<file path="config.mk">
export PLATFORM = sky130hd
export DESIGN_NAME = vhpd_queue
export DESIGN_NICKNAME = d
export VERILOG_FILES = /design/src/rtl/vhpd_pkg.sv /design/src/rtl/vhpd_queue.sv
export SDC_FILE = /design/constraint.sdc
export NUM_CORES = 1
export LEC_CHECK = 0
export BUFFER_PORTS_ARGS = -buffer_cell sky130_fd_sc_hd__buf_2
export CORE_MARGIN = 3
export CORE_UTILIZATION = 31
export CTS_BUF_LIST = sky130_fd_sc_hd__clkbuf_8
export DETAILED_ROUTE_END_ITERATION = 12
export PLACE_DENSITY = 0.54
export SETUP_SLACK_MARGIN = 0.05
export SLEW_MARGIN = 20
export SYNTH_ARGS = -nofsm -noshare
export SYNTH_HDL_FRONTEND = slang
export SYNTH_SLANG_ARGS = --single-unit
</file>
<file path="constraint.sdc">
create_clock -name clk -period 13.94 [get_ports clk]
set_clock_uncertainty 0.2 [all_clocks]
set_input_delay 2.788 -clock clk [delete_from_list [all_inputs] [get_ports clk]]
set_output_delay 2.788 -clock clk [all_outputs]
set_load 0.03 [all_outputs]
</file>
<file path="src/rtl/vhpd_pkg.sv">
// ----------------------------------------------------------------------------
// vhpd_pkg
// Types and constants shared by the voxel point deduplication block.
// ----------------------------------------------------------------------------
package vhpd_pkg;

  localparam int TableEntries = 4096;
  localparam int MaxProbes = 16;
  localparam int SlotW = $clog2(TableEntries);
  localparam int Probes = (MaxProbes < TableEntries) ? MaxProbes : TableEntries;
  localparam int ProbeW = $clog2(Probes + 1);
  localparam int KeyW = 35;
  localparam int CountW = 13;
  localparam logic [31:0] InvResReset = 32'd1310720;
  localparam logic [KeyW-1:0] KeyMulZ = KeyW'(345637);
  localparam logic [KeyW-1:0] KeyMulY = KeyW'(1447);
  localparam int QueueDepth = 2;

  typedef struct packed {
    logic               start_of_cloud;
    logic signed [31:0] point_x;
    logic signed [31:0] point_y;
    logic signed [31:0] point_z;
    logic        [23:0] point_color;
  } in_item_t;

  typedef struct packed {
    logic signed [31:0] kept_x;
    logic signed [31:0] kept_y;
    logic signed [31:0] kept_z;
    logic        [23:0] kept_color;
    logic               table_overflow;
  } out_item_t;

  typedef struct packed {
    logic               start_of_cloud;
    logic [KeyW-1:0]    key;
    logic signed [31:0] point_x;
    logic signed [31:0] point_y;
    logic signed [31:0] point_z;
    logic        [23:0] point_color;
  } keyed_item_t;

endpackage

</file>
<file path="src/rtl/vhpd_queue.sv">
// ----------------------------------------------------------------------------
// vhpd_queue
// Short queue of keyed items between the front and back parts.
// ----------------------------------------------------------------------------
module vhpd_queue (
  input  logic                  clk,
  input  logic                  rst,
  input  vhpd_pkg::keyed_item_t wr_item,
  input  logic                  wr_valid,
  output logic                  wr_ready,
  output vhpd_pkg::keyed_item_t rd_item,
  output logic                  rd_valid,
  input  logic                  rd_ready
);

  localparam int PtrW = $clog2(vhpd_pkg::QueueDepth);

  vhpd_pkg::keyed_item_t entries [vhpd_pkg::QueueDepth];
  logic [PtrW-1:0] wr_ptr;
  logic [PtrW-1:0] rd_ptr;
  logic [PtrW:0]   fill;
  logic            do_wr;
  logic            do_rd;

  assign wr_ready = (fill != (PtrW+1)'(vhpd_pkg::QueueDepth));
  assign rd_valid = (fill != '0);
  assign rd_item = entries[rd_ptr];
  assign do_wr = wr_valid && wr_ready;
  assign do_rd = rd_valid && rd_ready;

  always_ff @(posedge clk) begin
    if (rst) begin
      wr_ptr <= '0;
      rd_ptr <= '0;
      fill <= '0;
    end else begin
      if (do_wr) begin
        wr_ptr <= wr_ptr + 1'b1;
      end
      if (do_rd) begin
        rd_ptr <= rd_ptr + 1'b1;
      end
      if (do_wr && !do_rd) begin
        fill <= fill + 1'b1;
      end else if (do_rd && !do_wr) begin
        fill <= fill - 1'b1;
      end
    end
    if (do_wr) begin
      entries[wr_ptr] <= wr_item;
    end
  end

endmodule

</file>
### After elaboration in Yosys (flattened, before gate mapping)

Memory sizes are Yosys's and may differ from the RTL's. A register that Yosys moved wholly into a read port is not among the register bits.
Cells that the tools add are included.

| cells by class | value |
|---|---|
| add/sub/neg operators | 4 |
| multipliers | 0 |
| div/mod/pow operators | 0 |
| order comparisons | 0 |
| eq/ne operators | 1 |
| shift-type cells | 0 |
| mux-type cells | 6 |
| bitwise logic cells | 0 |
| reductions and logical operators | 8 |

Operators by type and width:

| kind | count |
|---|---|
| $logic_and 1x1->1 | 4 |
| $mux 1 | 4 |
| $mux 2 | 2 |
| $reduce_bool 2->1 | 2 |
| $add 1x1->1 const B | 2 |
| $add 2x1->2 const B | 1 |
| $logic_not 1->1 | 2 |
| $ne 2x2->1 const B | 1 |
| $sub 2x1->2 const B | 1 |

| storage, ports and cells | value |
|---|---|
| flip-flop bits (word level) | 4 |
| latch bits | 0 |
| RAM bits | 312 |
| bits in read-only memories | 0 |
| input bits | 160 |
| output and inout port bits | 158 |
| logic and storage cells | 23 |
| memories | 1 |

Memories:

| name | depth | width | read ports | clocked after Yosys merged registers in | wr ports | line | text |
|---|---|---|---|---|---|---|---|
| entries | 2 | 156 | 1 | 1 | 1 | vhpd_queue.sv:18 | `vhpd_pkg::keyed_item_t entries [vhpd_pkg::QueueDepth];` |

### Longest topological paths before layout

Gate-level depths: netlist of run 1.

| depth | value |
|---|---|
| depth in word-level cells | 6 |
| gate-level depth with buffers | 6 |
| mapped depth without buffers | 6 |

### Worst setup path after synthesis of run 1

No wires, ideal clock.

| timing | value |
|---|---|
| path kind | in2reg |
| from | input port wr_valid |
| to | memory entries[1][0] in the netlist's numbering, enable pin |
| arrival time | 6,416 ps |
| data required time | 13,204 ps |
| path slack | 6,789 ps |
| cell stages on the path | 1 |
| path buffers | 0 |
| cells stage by stage | and3_1 |

| between the ends | value |
|---|---|
| cells in the longest elaborated chain, start to end | 3 |

RTL lines:

| item | line | text |
|---|---|---|
| from (decl) | vhpd_queue.sv:9 | `input logic wr_valid,` |
| $logic_and 1x1->1 | vhpd_queue.sv:28 | `assign do_wr = wr_valid && wr_ready;` |
| $mux 1 | vhpd_queue.sv:49 | `if (do_wr) begin` |
| $mux 1 (implied by the code) | vhpd_queue.sv:50 | `entries[wr_ptr] <= wr_item;` |
| to (decl) | vhpd_queue.sv:18 |  |

No other way between the ends.

==> results.md, run 1 <==
* Buf+Inv Stages, Crit Path at 2
* IR drop worst, VDD at 0.0909 mV
* Area grow syn2layout at 26.2%
* Hold buffers post-CTS at 0
* Crit path largest cell delay at 760 ps
* Share of Yosys cell area claimed by the top area cell type at 81.3%
* Num CTS Buffers at 53
* Cell taking the most area after synthesis: edfxtp_1
* Slowest CP cell: buf_4
* Die Span Y at 199 um
* Fillers at 3372
* Placed instance area at 13600 sq um
* Crit start category: flop
* # Post-CTS Setup Buffers at 0
* Crit path cell chain: buf_4 -> mux2_2 -> buf_2
* Vias at 5985
* Yosys reg bits at 317
* Cell with the most instances after synthesis: edfxtp_1
* Drt drc at 0
* Clk slew on worst S/H paths at 60 ps
* Max frequency at 0.174 GHz
* Leakage at 0.00542 uW
* Sequential element share of the synthesized area at 82.2%
* TNS Setup at 0 ps
* Io pins at 318
* CTS tree: done
* Syn avg cell area at 22.6 sq um
* FP Rows at 69
* Critical-path maximum fanout at 65
* Synth warnings at 0
* Core Area at 36100 sq um
* Post-synth EDFFs at 312
* Slew HR at 36.6%
* Port-buffer cells at 317
* MaxCap Viol Count at 0
* Endpoints failing hold at 0
* Total gr overflow at 0
* Number of global-route vias before repair at 6271
* Sink Count at 317
* DR pass1 iterations at 4
* Final wirelength at 24900 um
* Bufs on Longest Clock Path at 3
* FF-to-FF setup slack at 11300 ps
* Cell count after synthesis at 509
* Initial Util at 31.9%
* Critical R2R Launch: fill[0]
* CP Capture Type: primary output
* Layout Cell Area excl Fill at 14500 sq um
* H-tree lvl count at 2
* Top delay family on crit path: buffers and inverters
* HP Class: flop to flop
* Die ar. at 39500 sq um
* Setup CP Type: flop to primary output
* Final-report max-slew violation count at 0
* Initial antenna violation count at 10
* GRT Overall Usage at 11.9%
* Stages on worst setup path at 3
* Resize count post-CTS at 0
* Largest cells by area after synthesis: edfxtp_1, mux2_2, buf_6
* Placer congestion estimate at 0.717
* Post-synth ARST share at 0%
* Period utilization at 41.1%
* Worst Setup EP: rd_item[27]
* CP required at 10950 ps
* Largest net degree at the start of global routing at 66
* CP Data Arrival Time at 2750 ps
* PwrDens at 192 nW/um^2
* RSZ-0062 raised after global routing: false
* Status: completed
* First-pass GRT wire length at 35900 um
* Post-synthesis cell type count at 19
* Reg2reg path depth at 3
* Predominant post-synthesis flop cell: edfxtp_1
* Vias/cell at 4.33
* Overall Power at 2790 uW
* Hpwl dp at 16100 um
* Synthesized Nets at 670
* Final setup viols at 0
* Total Nets Final at 1031
* Hold Crit Start: rd_ptr
* Fraction of layout cells with a size suffix above 1 at 60.1%
* DRT iter0 DRCs at 174
* Slew @ Worst Pin at 951 ps
* Post-synth top cells: edfxtp_1, mux2_2, buf_6
* WL/cell at 18.0 um
* Root Driver: clkbuf_8
* Final ANT Viol Nets at 0
* Die Wd at 199 um
* Post-Synthesis Cell Area at 11500 sq um
* Reg2reg end: entries[1][66]
* Worst-skew pair later-pin latency at 590 ps
* Hold path depth at 2
* Final critical-path required period at 5730 ps
[per-layer routing]
metal  global-route usage, %  wire [um]  up-vias
li1                        -          -     2786
met1                    13.6       9660     2911
met2                    19.0      11900      224
met3                    5.59       2550       56
met4                    5.99        741        8
met5                       0         42        -
[cell type report]
class                           instances  area, sq um  share of cell area (%)
Antenna cell                            6         15.0                   0.103
Clock buffer                           55          757                    5.20
Clock inverter                         44          205                    1.41
Inverter                                1         8.76                  0.0602
Multi-Input combinational cell        174         1880                    12.9
Sequential cell                       317         9470                    65.1
Tap cell                              461          577                    3.96
Timing Repair Buffer                  323         1630                    11.2
[worst min-delay path by stage]
stage | slack (ps) | end
3_5_place_dp | 300 | rd_ptr
3_3_place_gp | 280 | flop
4_1_cts | 310 | rd_ptr
2_1_floorplan | 270 | fill[1]
6_report | 300 | rd_ptr
5_1_grt | 320 | fill[1]
[report_power, final]
| part | total, uW | leakage (uW) | switching [uW] | internal (uW) |
|---|---|---|---|---|
| Combinational | 816 | 0.00190 | 542 | 274 |
| Sequential | 1230 | 0.00296 | 39.9 | 1190 |
| Clock | 741 | 0.000558 | 357 | 384 |
| Total | 2790 | 0.00542 | 939 | 1850 |
[cells in the final DEF (no fill, tap or decap)]
cell / n
edfxtp_1: 312
nand2b_1: 1
and3_4: 1
xor2_1: 3
a21oi_1: 2
buf_2: 317
nor2_1: 3
bufinv_16: 1
clkbuf_8: 55
and2_1: 1
o21ai_0: 2
inv_6: 1
a21bo_2: 1
clkinvlp_4: 1
dfxtp_4: 1
nand3b_1: 1
buf_4: 6
mux2_2: 156
clkinv_2: 8
or3_1: 1
diode_2: 6
inv_1: 17
ha_1: 1
clkinv_1: 17
or2_2: 1
dfxtp_1: 4
[stage by stage]
| stage | hold slack, ps | cells | setup WS [ps] | utilization (%) |
|---|---|---|---|---|
| 5_1_grt | 324 | 1379 | 7990 | 40.3 |
| 3_5_place_dp | 298 | 1276 | 8760 | 37.6 |
| 4_1_cts | 313 | 1375 | 8060 | 40.3 |
| 2_1_floorplan | 271 | 509 | 6790 | - |
| 6_report | 303 | 1381 | 8210 | 40.3 |
| 3_3_place_gp | 284 | 1276 | 8760 | 37.6 |
[registers in the layout, indices dropped and copies added (netlist names), named ones only]
name	flops
entries	312
fill	2
wr_ptr	1
rd_ptr	1
[worst register-to-register path, cell delays in order (launching register included)]
cell,delay [ps]
dfxtp_1,400
nand2b_1,210
and3_4,560
buf_4,790
[cells by family after synthesis]
group	after synthesis	share of synthesized area [%]
AOI/OAI and AO/OA	5	0.261
xor gates and xnor gates	3	0.228
adders and majority gates	1	0.109
buffers and inverters	18	1.57
DFF	317	82.2
muxes	156	15.2
and+or+nand+nor	9	0.434
(Power assumes the default switching activity.)
==> run 2, diff against run 1 <==
Clock period 13.94 ns to 5.7 ns, I/O delays scaled along.
==> results.md, run 2 (synthesized netlist as in run 1, its figures left out) <==
* Status: completed (unchanged)
* Reg2reg path depth at 3 (unchanged)
* Root Driver: clkbuf_8 (unchanged)
* Die Wd at 199 um (unchanged)
* CTS tree: done (unchanged)
* Die Span Y at 199 um (unchanged)
* Number of global-route vias before repair at 6354 (was 6271)
* DR pass1 iterations at 4 (unchanged)
* Clk slew on worst S/H paths at 60 ps (about the same)
* Core Area at 36100 sq um (unchanged)
* Vias/cell at 4.34 (was 4.33)
* Highest-count cells in the layout ignoring fill and taps: buf_2, edfxtp_1, mux2_2 (unchanged)
* Clk pwr share at 25.3% (was 26.6%)
* Leakage at 0.00539 uW (was 0.00542 uW)
* Bufs on Longest Clock Path at 3 (unchanged)
* Seq pwr share at 45.0% (was 44.2%)
* Vias at 5913 (was 5985)
* Finished Layout Cells at 1363 (was 1381)
* Final ANT Viol Nets at 0 (unchanged)
* Worst-skew pair later-pin latency at 590 ps (about the same)
* H-tree lvl count at 2 (unchanged)
* Hold WS at 300 ps (was 303 ps)
* CP Data Arrival Time at 2560 ps (was 2750 ps)
* Critical-path maximum fanout at 46 (was 65)
* Net Switching at 2250 uW (was 939 uW)
* Slew @ Worst Pin at 714 ps (was 951 ps)
* TNS Setup at 0 ps (unchanged)
* Setup CP Type: flop to primary output (unchanged)
* Period utilization at 68.5%
* Drt drc at 0 (unchanged)
* Sw Share at 33.5% (was 33.7%)
* Initial antenna violation count at 2 (was 10)
* Initial Util at 31.9% (unchanged)
* Largest net degree at the start of global routing at 74 (was 66)
* Commonest non-fill, non-tap cell in the layout: buf_2 (unchanged)
* Total Nets Final at 1032 (was 1031)
* Final-report max-slew violation count at 0 (unchanged)
* HP Class: flop to flop (unchanged)
* Final critical-path required period at 3900 ps
* Largest Register: entries (unchanged)
* Worst setup margin at 1800 ps (was 8210 ps)
* Slew HR at 52.4% (was 36.6%)
* Final wirelength at 24700 um (was 24900 um)
* Regs by FF count: entries (312), fill (2) (unchanged)
* CP required at 4360 ps (was 10950 ps)
* MaxCap Viol Count at 0 (unchanged)
* Placer congestion estimate at 0.715 (was 0.717)
* Num CTS Buffers at 53 (unchanged)
* # Post-CTS Setup Buffers at 0 (unchanged)
* Endpoints failing hold at 0 (unchanged)
* Max frequency at 0.256 GHz
* Port-buffer cells at 317 (unchanged)
* RSZ-0062 raised after global routing: false (unchanged)
* Area grow syn2layout at 25.8% (was 26.2%)
* Placed cell count at 1277 (was 1276)
* Utilization of the core after routing at 40.2% (was 40.3%)
* Io pins at 318 (unchanged)
* Resize count post-CTS at 0 (unchanged)
* DRT iter0 DRCs at 248 (was 174)
* Die ar. at 39500 sq um (unchanged)
* Post-place setup slack at 2370 ps (was 8760 ps)
* Total gr overflow at 0 (unchanged)
* IR drop worst, VDD at 0.213 mV (was 0.0909 mV)
* Hold path depth at 2 (unchanged)
* PwrDens at 464 nW/um^2 (was 192 nW/um^2)
* FP Rows at 69 (unchanged)
* Cell Int Power at 4470 uW (was 1850 uW)
* CP Capture Type: primary output (unchanged)
* Sink Count at 317 (unchanged)
* Fraction of layout cells with a size suffix above 1 at 60.4% (was 60.1%)
* Comb pwr share at 29.7% (was 29.3%)
* Largest register FFs at 312 (unchanged)
* First-pass GRT wire length at 35900 um (about the same)
* Crit start category: flop (unchanged)
* Hold buffers post-CTS at 0 (unchanged)
* Fillers at 3391 (was 3372)
* GRT Overall Usage at 12.0% (was 11.9%)
* Final setup viols at 0 (unchanged)
* WL/cell at 18.1 um (was 18.0 um)
* Hpwl dp at 16300 um (was 16100 um)
==> run 2: cell types whose count changed in the layout (fill, tap and decap cells not counted) <==
cell and change:
clkinv_1 -9, inv_1 +1, clkinv_2 -5, buf_12 +3, diode_2 -5, bufinv_16 -1
buf_4 -2
==> run 2: layer usage <==
metal	wire length (um)	part of all wire, %	GRT usage, %
met5	18	0.073	0
met4	605	2.4	5.44
met3	2470	10	5.62
met2	12100	49	19.7
met1	9510	39	13.4
==> run 2: metrics by stage <==
step	total power (uW)	cell area, sq um
floorplan	4580	11500
global placement	5100	13600
detailed placement	5120	13600
CTS	6870	14500
global route	7070	14500
finish	6720	14500
==> run 2: power groups by stage <==
stage	sequential [uW]	clock, uW	combinational (uW)
after floorplan	3050	0	1530
after global placement	3070	0	2030
after detailed placement	3080	0	2030
after CTS	3040	1790	2040
after global routing	3060	1880	2130
final	3030	1700	2000
==> run 2: final cells by class <==
cell class / count / area [sq um] / area share, %
Sequential cell: 317 / 9470 / 65.4
Multi-Input combinational cell: 174 / 1880 / 13.0
Clock buffer: 55 / 757 / 5.22
Tap cell: 461 / 577 / 3.98
Timing Repair Buffer: 324 / 1680 / 11.6
Inverter: 1 / 8.76 / 0.0604
Clock inverter: 30 / 120 / 0.829
Antenna cell: 1 / 2.50 / 0.0173
==> run 2: critical path: stages, from the launching register on <==
cell	delay, ps
dfxtp_4	810
buf_4	530
mux2_2	400
buf_2	180
==> run 2: final timing paths <==
check	slack [ps]	startpoint	endpoint
max	1800	flop	rd_item[65]
min	300	rd_ptr	rd_ptr
max reg2reg	3220	fill[0]	entries[1][56]
min reg2reg	300	rd_ptr	rd_ptr
==> run 3, diff against run 2 <==
Settings changed: ABC_AREA set to 1.
Clock period 5.7 ns to 3.8 ns, I/O delays scaled along.
==> results.md, run 3 <==
* Critical R2R Launch: fill[0] (unchanged)
* Highest-count cells in the layout ignoring fill and taps: buf_2, edfxtp_1, mux2_2 (unchanged)
* Comb pwr share at 28.0% (was 29.7%)
* Largest Register: entries (unchanged)
* Bufs on Longest Clock Path at 3 (unchanged)
* Slew HR at 63.7% (was 52.4%)
* Syn avg cell area at 22.1 sq um (was 22.6 sq um)
* Placer congestion estimate at 0.725 (was 0.715)
* Hold Crit Start: wr_item[152] (was rd_ptr)
* Net Switching at 3300 uW (was 2250 uW)
* Cell taking the most area after synthesis: edfxtp_1 (unchanged)
* Largest net degree at the start of global routing at 81 (was 74)
* Vias/cell at 4.30 (was 4.34)
* H-tree lvl count at 2 (unchanged)
* Post-synth EDFFs at 312 (unchanged)
* Final wirelength at 24600 um (was 24700 um)
* Hold buffers post-CTS at 0 (unchanged)
* Drt drc at 0 (unchanged)
* FP Rows at 70 (was 69)
* Layout Cell Area excl Fill at 14700 sq um (was 14500 sq um)
* Core Area at 36700 sq um (was 36100 sq um)
* Leakage at 0.00544 uW (was 0.00539 uW)
* Sequential element share of the synthesized area at 82.0% (was 82.2%)
* CP Capture Type: primary output (unchanged)
* CTS tree: done (unchanged)
* Setup CP Type: flop to primary output (unchanged)
* Crit start category: flop (unchanged)
* Yosys reg bits at 317 (unchanged)
* Slew @ Worst Pin at 545 ps (was 714 ps)
* Seq pwr share at 45.3% (was 45.0%)
* Die Wd at 199 um (about the same)
* Regs by FF count: entries (312), fill (2) (unchanged)
* Placed cell count at 1300 (was 1277)
* Predominant post-synthesis flop cell: edfxtp_1 (unchanged)
* RSZ-0062 raised after global routing: false (unchanged)
* Post-synth top cells: edfxtp_1, mux2_2, buf_6 (unchanged)
* DR pass1 iterations at 4 (unchanged)
* Total Nets Final at 1047 (was 1032)
* IR drop worst, VDD at 0.558 mV (was 0.213 mV)
* Final setup viols at 0 (unchanged)
* WL/cell at 17.7 um (was 18.1 um)
* DRT iter0 DRCs at 182 (was 248)
* Endpoints failing hold at 0 (unchanged)
* Sink Count at 317 (unchanged)
* Commonest non-fill, non-tap cell in the layout: buf_2 (unchanged)
* Share of Yosys cell area claimed by the top area cell type at 81.1% (was 81.3%)
* FF-to-FF setup slack at 1800 ps (was 3220 ps)
* Final ANT Viol Nets at 0 (unchanged)
* GRT Overall Usage at 11.9% (was 12.0%)
* Placed instance area at 13700 sq um (was 13600 sq um)
* Cell count after synthesis at 522 (was 509)
* Clk pwr share at 26.7% (was 25.3%)
* Largest register FFs at 312 (unchanged)
* Clk slew on worst S/H paths at 60 ps (about the same)
* Total gr overflow at 0 (unchanged)
* Critical-path maximum fanout at 41 (was 46)
* PwrDens at 689 nW/um^2 (was 464 nW/um^2)
* # Post-CTS Setup Buffers at 0 (unchanged)
* CP Data Arrival Time at 2220 ps (was 2560 ps)
* Final critical-path required period at 3180 ps
* Overall Power at 10100 uW (was 6720 uW)
* Fraction of layout cells with a size suffix above 1 at 59.6% (was 60.4%)
* Resize count post-CTS at 0 (unchanged)
* Initial Util at 31.5% (was 31.9%)
* HP Class: input port to flop (was flop to flop)
* Status: completed (unchanged)
* Synthesized Nets at 683 (was 670)
* Area grow syn2layout at 26.8% (was 25.8%)
* First-pass GRT wire length at 35800 um (was 35900 um)
* Initial antenna violation count at 2 (unchanged)
* Number of global-route vias before repair at 6333 (was 6354)
* Largest cells by area after synthesis: edfxtp_1, mux2_2, buf_6 (unchanged)
* Post-synth ARST share at 0% (unchanged)
* Final-report max-slew violation count at 0 (unchanged)
* CP required at 2840 ps (was 4360 ps)
* Root Driver: clkbuf_8 (unchanged)
* Post-Synthesis Cell Area at 11500 sq um (about the same)
* Port-buffer cells at 317 (unchanged)
* Hpwl dp at 16300 um (about the same)
* Synth warnings at 0 (unchanged)
* Worst-skew pair later-pin latency at 590 ps (about the same)
* Cell with the most instances after synthesis: edfxtp_1 (unchanged)
* Period utilization at 83.7%
* Vias at 5982 (was 5913)
* Sw Share at 32.7% (was 33.5%)
* Finished Layout Cells at 1390 (was 1363)
* Io pins at 318 (unchanged)
* Die ar. at 39600 sq um (was 39500 sq um)
* Utilization of the core after routing at 39.9% (was 40.2%)
* TNS Setup at 0 ps (unchanged)
* Cell Int Power at 6790 uW (was 4470 uW)
* Die Span Y at 199 um (about the same)
* Max frequency at 0.314 GHz
* Post-synthesis cell type count at 13 (was 19)
* Fillers at 3367 (was 3391)
* MaxCap Viol Count at 0 (unchanged)
* Num CTS Buffers at 52 (was 53)
[run 3: cell count changes in the layout (fill, tap and decap cells not counted), sizes merged, moves of 2 or more]
cell / before / now
buf: 324 / 327
clkbuf: 55 / 53
bufinv: 0 / 2
clkinv: 11 / 22
nand3: 0 / 2
xor2: 3 / 0
nor2: 3 / 7
nand2: 0 / 9
[run 3: kinds of logic after synthesis]
logic type,share of synthesized area (%)
muxes,15.2
AOI/OAI and AO/OA,0.173
buffers and inverters,1.86
DFF,82.0
adders and majority gates,0.108
and+or+nand+nor,0.661
[run 3: power by group through the flow]
stage          logic, uW  clock network [uW]  registers (uW)
2_1_floorplan       2110                   0            4590
3_3_place_gp        2880                   0            4640
3_5_place_dp        2880                   0            4650
4_1_cts             2890                2820            4580
5_1_grt             3020                2970            4620
6_report            2830                2690            4570
[run 3: layout make-up]
| type | count | area (sq um) | area share [%] |
|---|---|---|---|
| diodes | 2 | 5.00 | 0.0342 |
| clock buffers | 53 | 729 | 4.98 |
| clock inverters | 35 | 194 | 1.32 |
| inverters | 8 | 30.0 | 0.205 |
| multi-input cells | 180 | 1900 | 12.9 |
| flip-flops and latches | 317 | 9470 | 64.7 |
| well taps | 468 | 586 | 4.00 |
| repair buffers | 327 | 1740 | 11.9 |
[run 3: worst max-delay path, stage by stage (launching register included)]
cell,delay (ps)
dfxtp_4,690
buf_12,320
mux2_2,380
buf_2,180
[run 3: final timing paths]
check / endpoint / depth (start not counted)
max: rd_item[94] / 3
min: entries[0][152] / 1
max reg2reg: entries[0][126] / 5
min reg2reg: flop / 2
[run 3: through the flow]
step	hold WS (ps)	worst slack, ps
2_1_floorplan	265	18.2
3_3_place_gp	281	1150
3_5_place_dp	287	1150
4_1_cts	69.2	464
5_1_grt	75.7	446
6_report	155	618
[run 3: routing by layer]
layer  GRT usage [%]  part of all wire [%]  up-vias
met3            4.93                   8.5       48
met2            19.3                    49      203
li1                -                     -     2799
met4            5.31                   2.7        2
met1            14.0                    40     2930
met5               0                 0.028        -
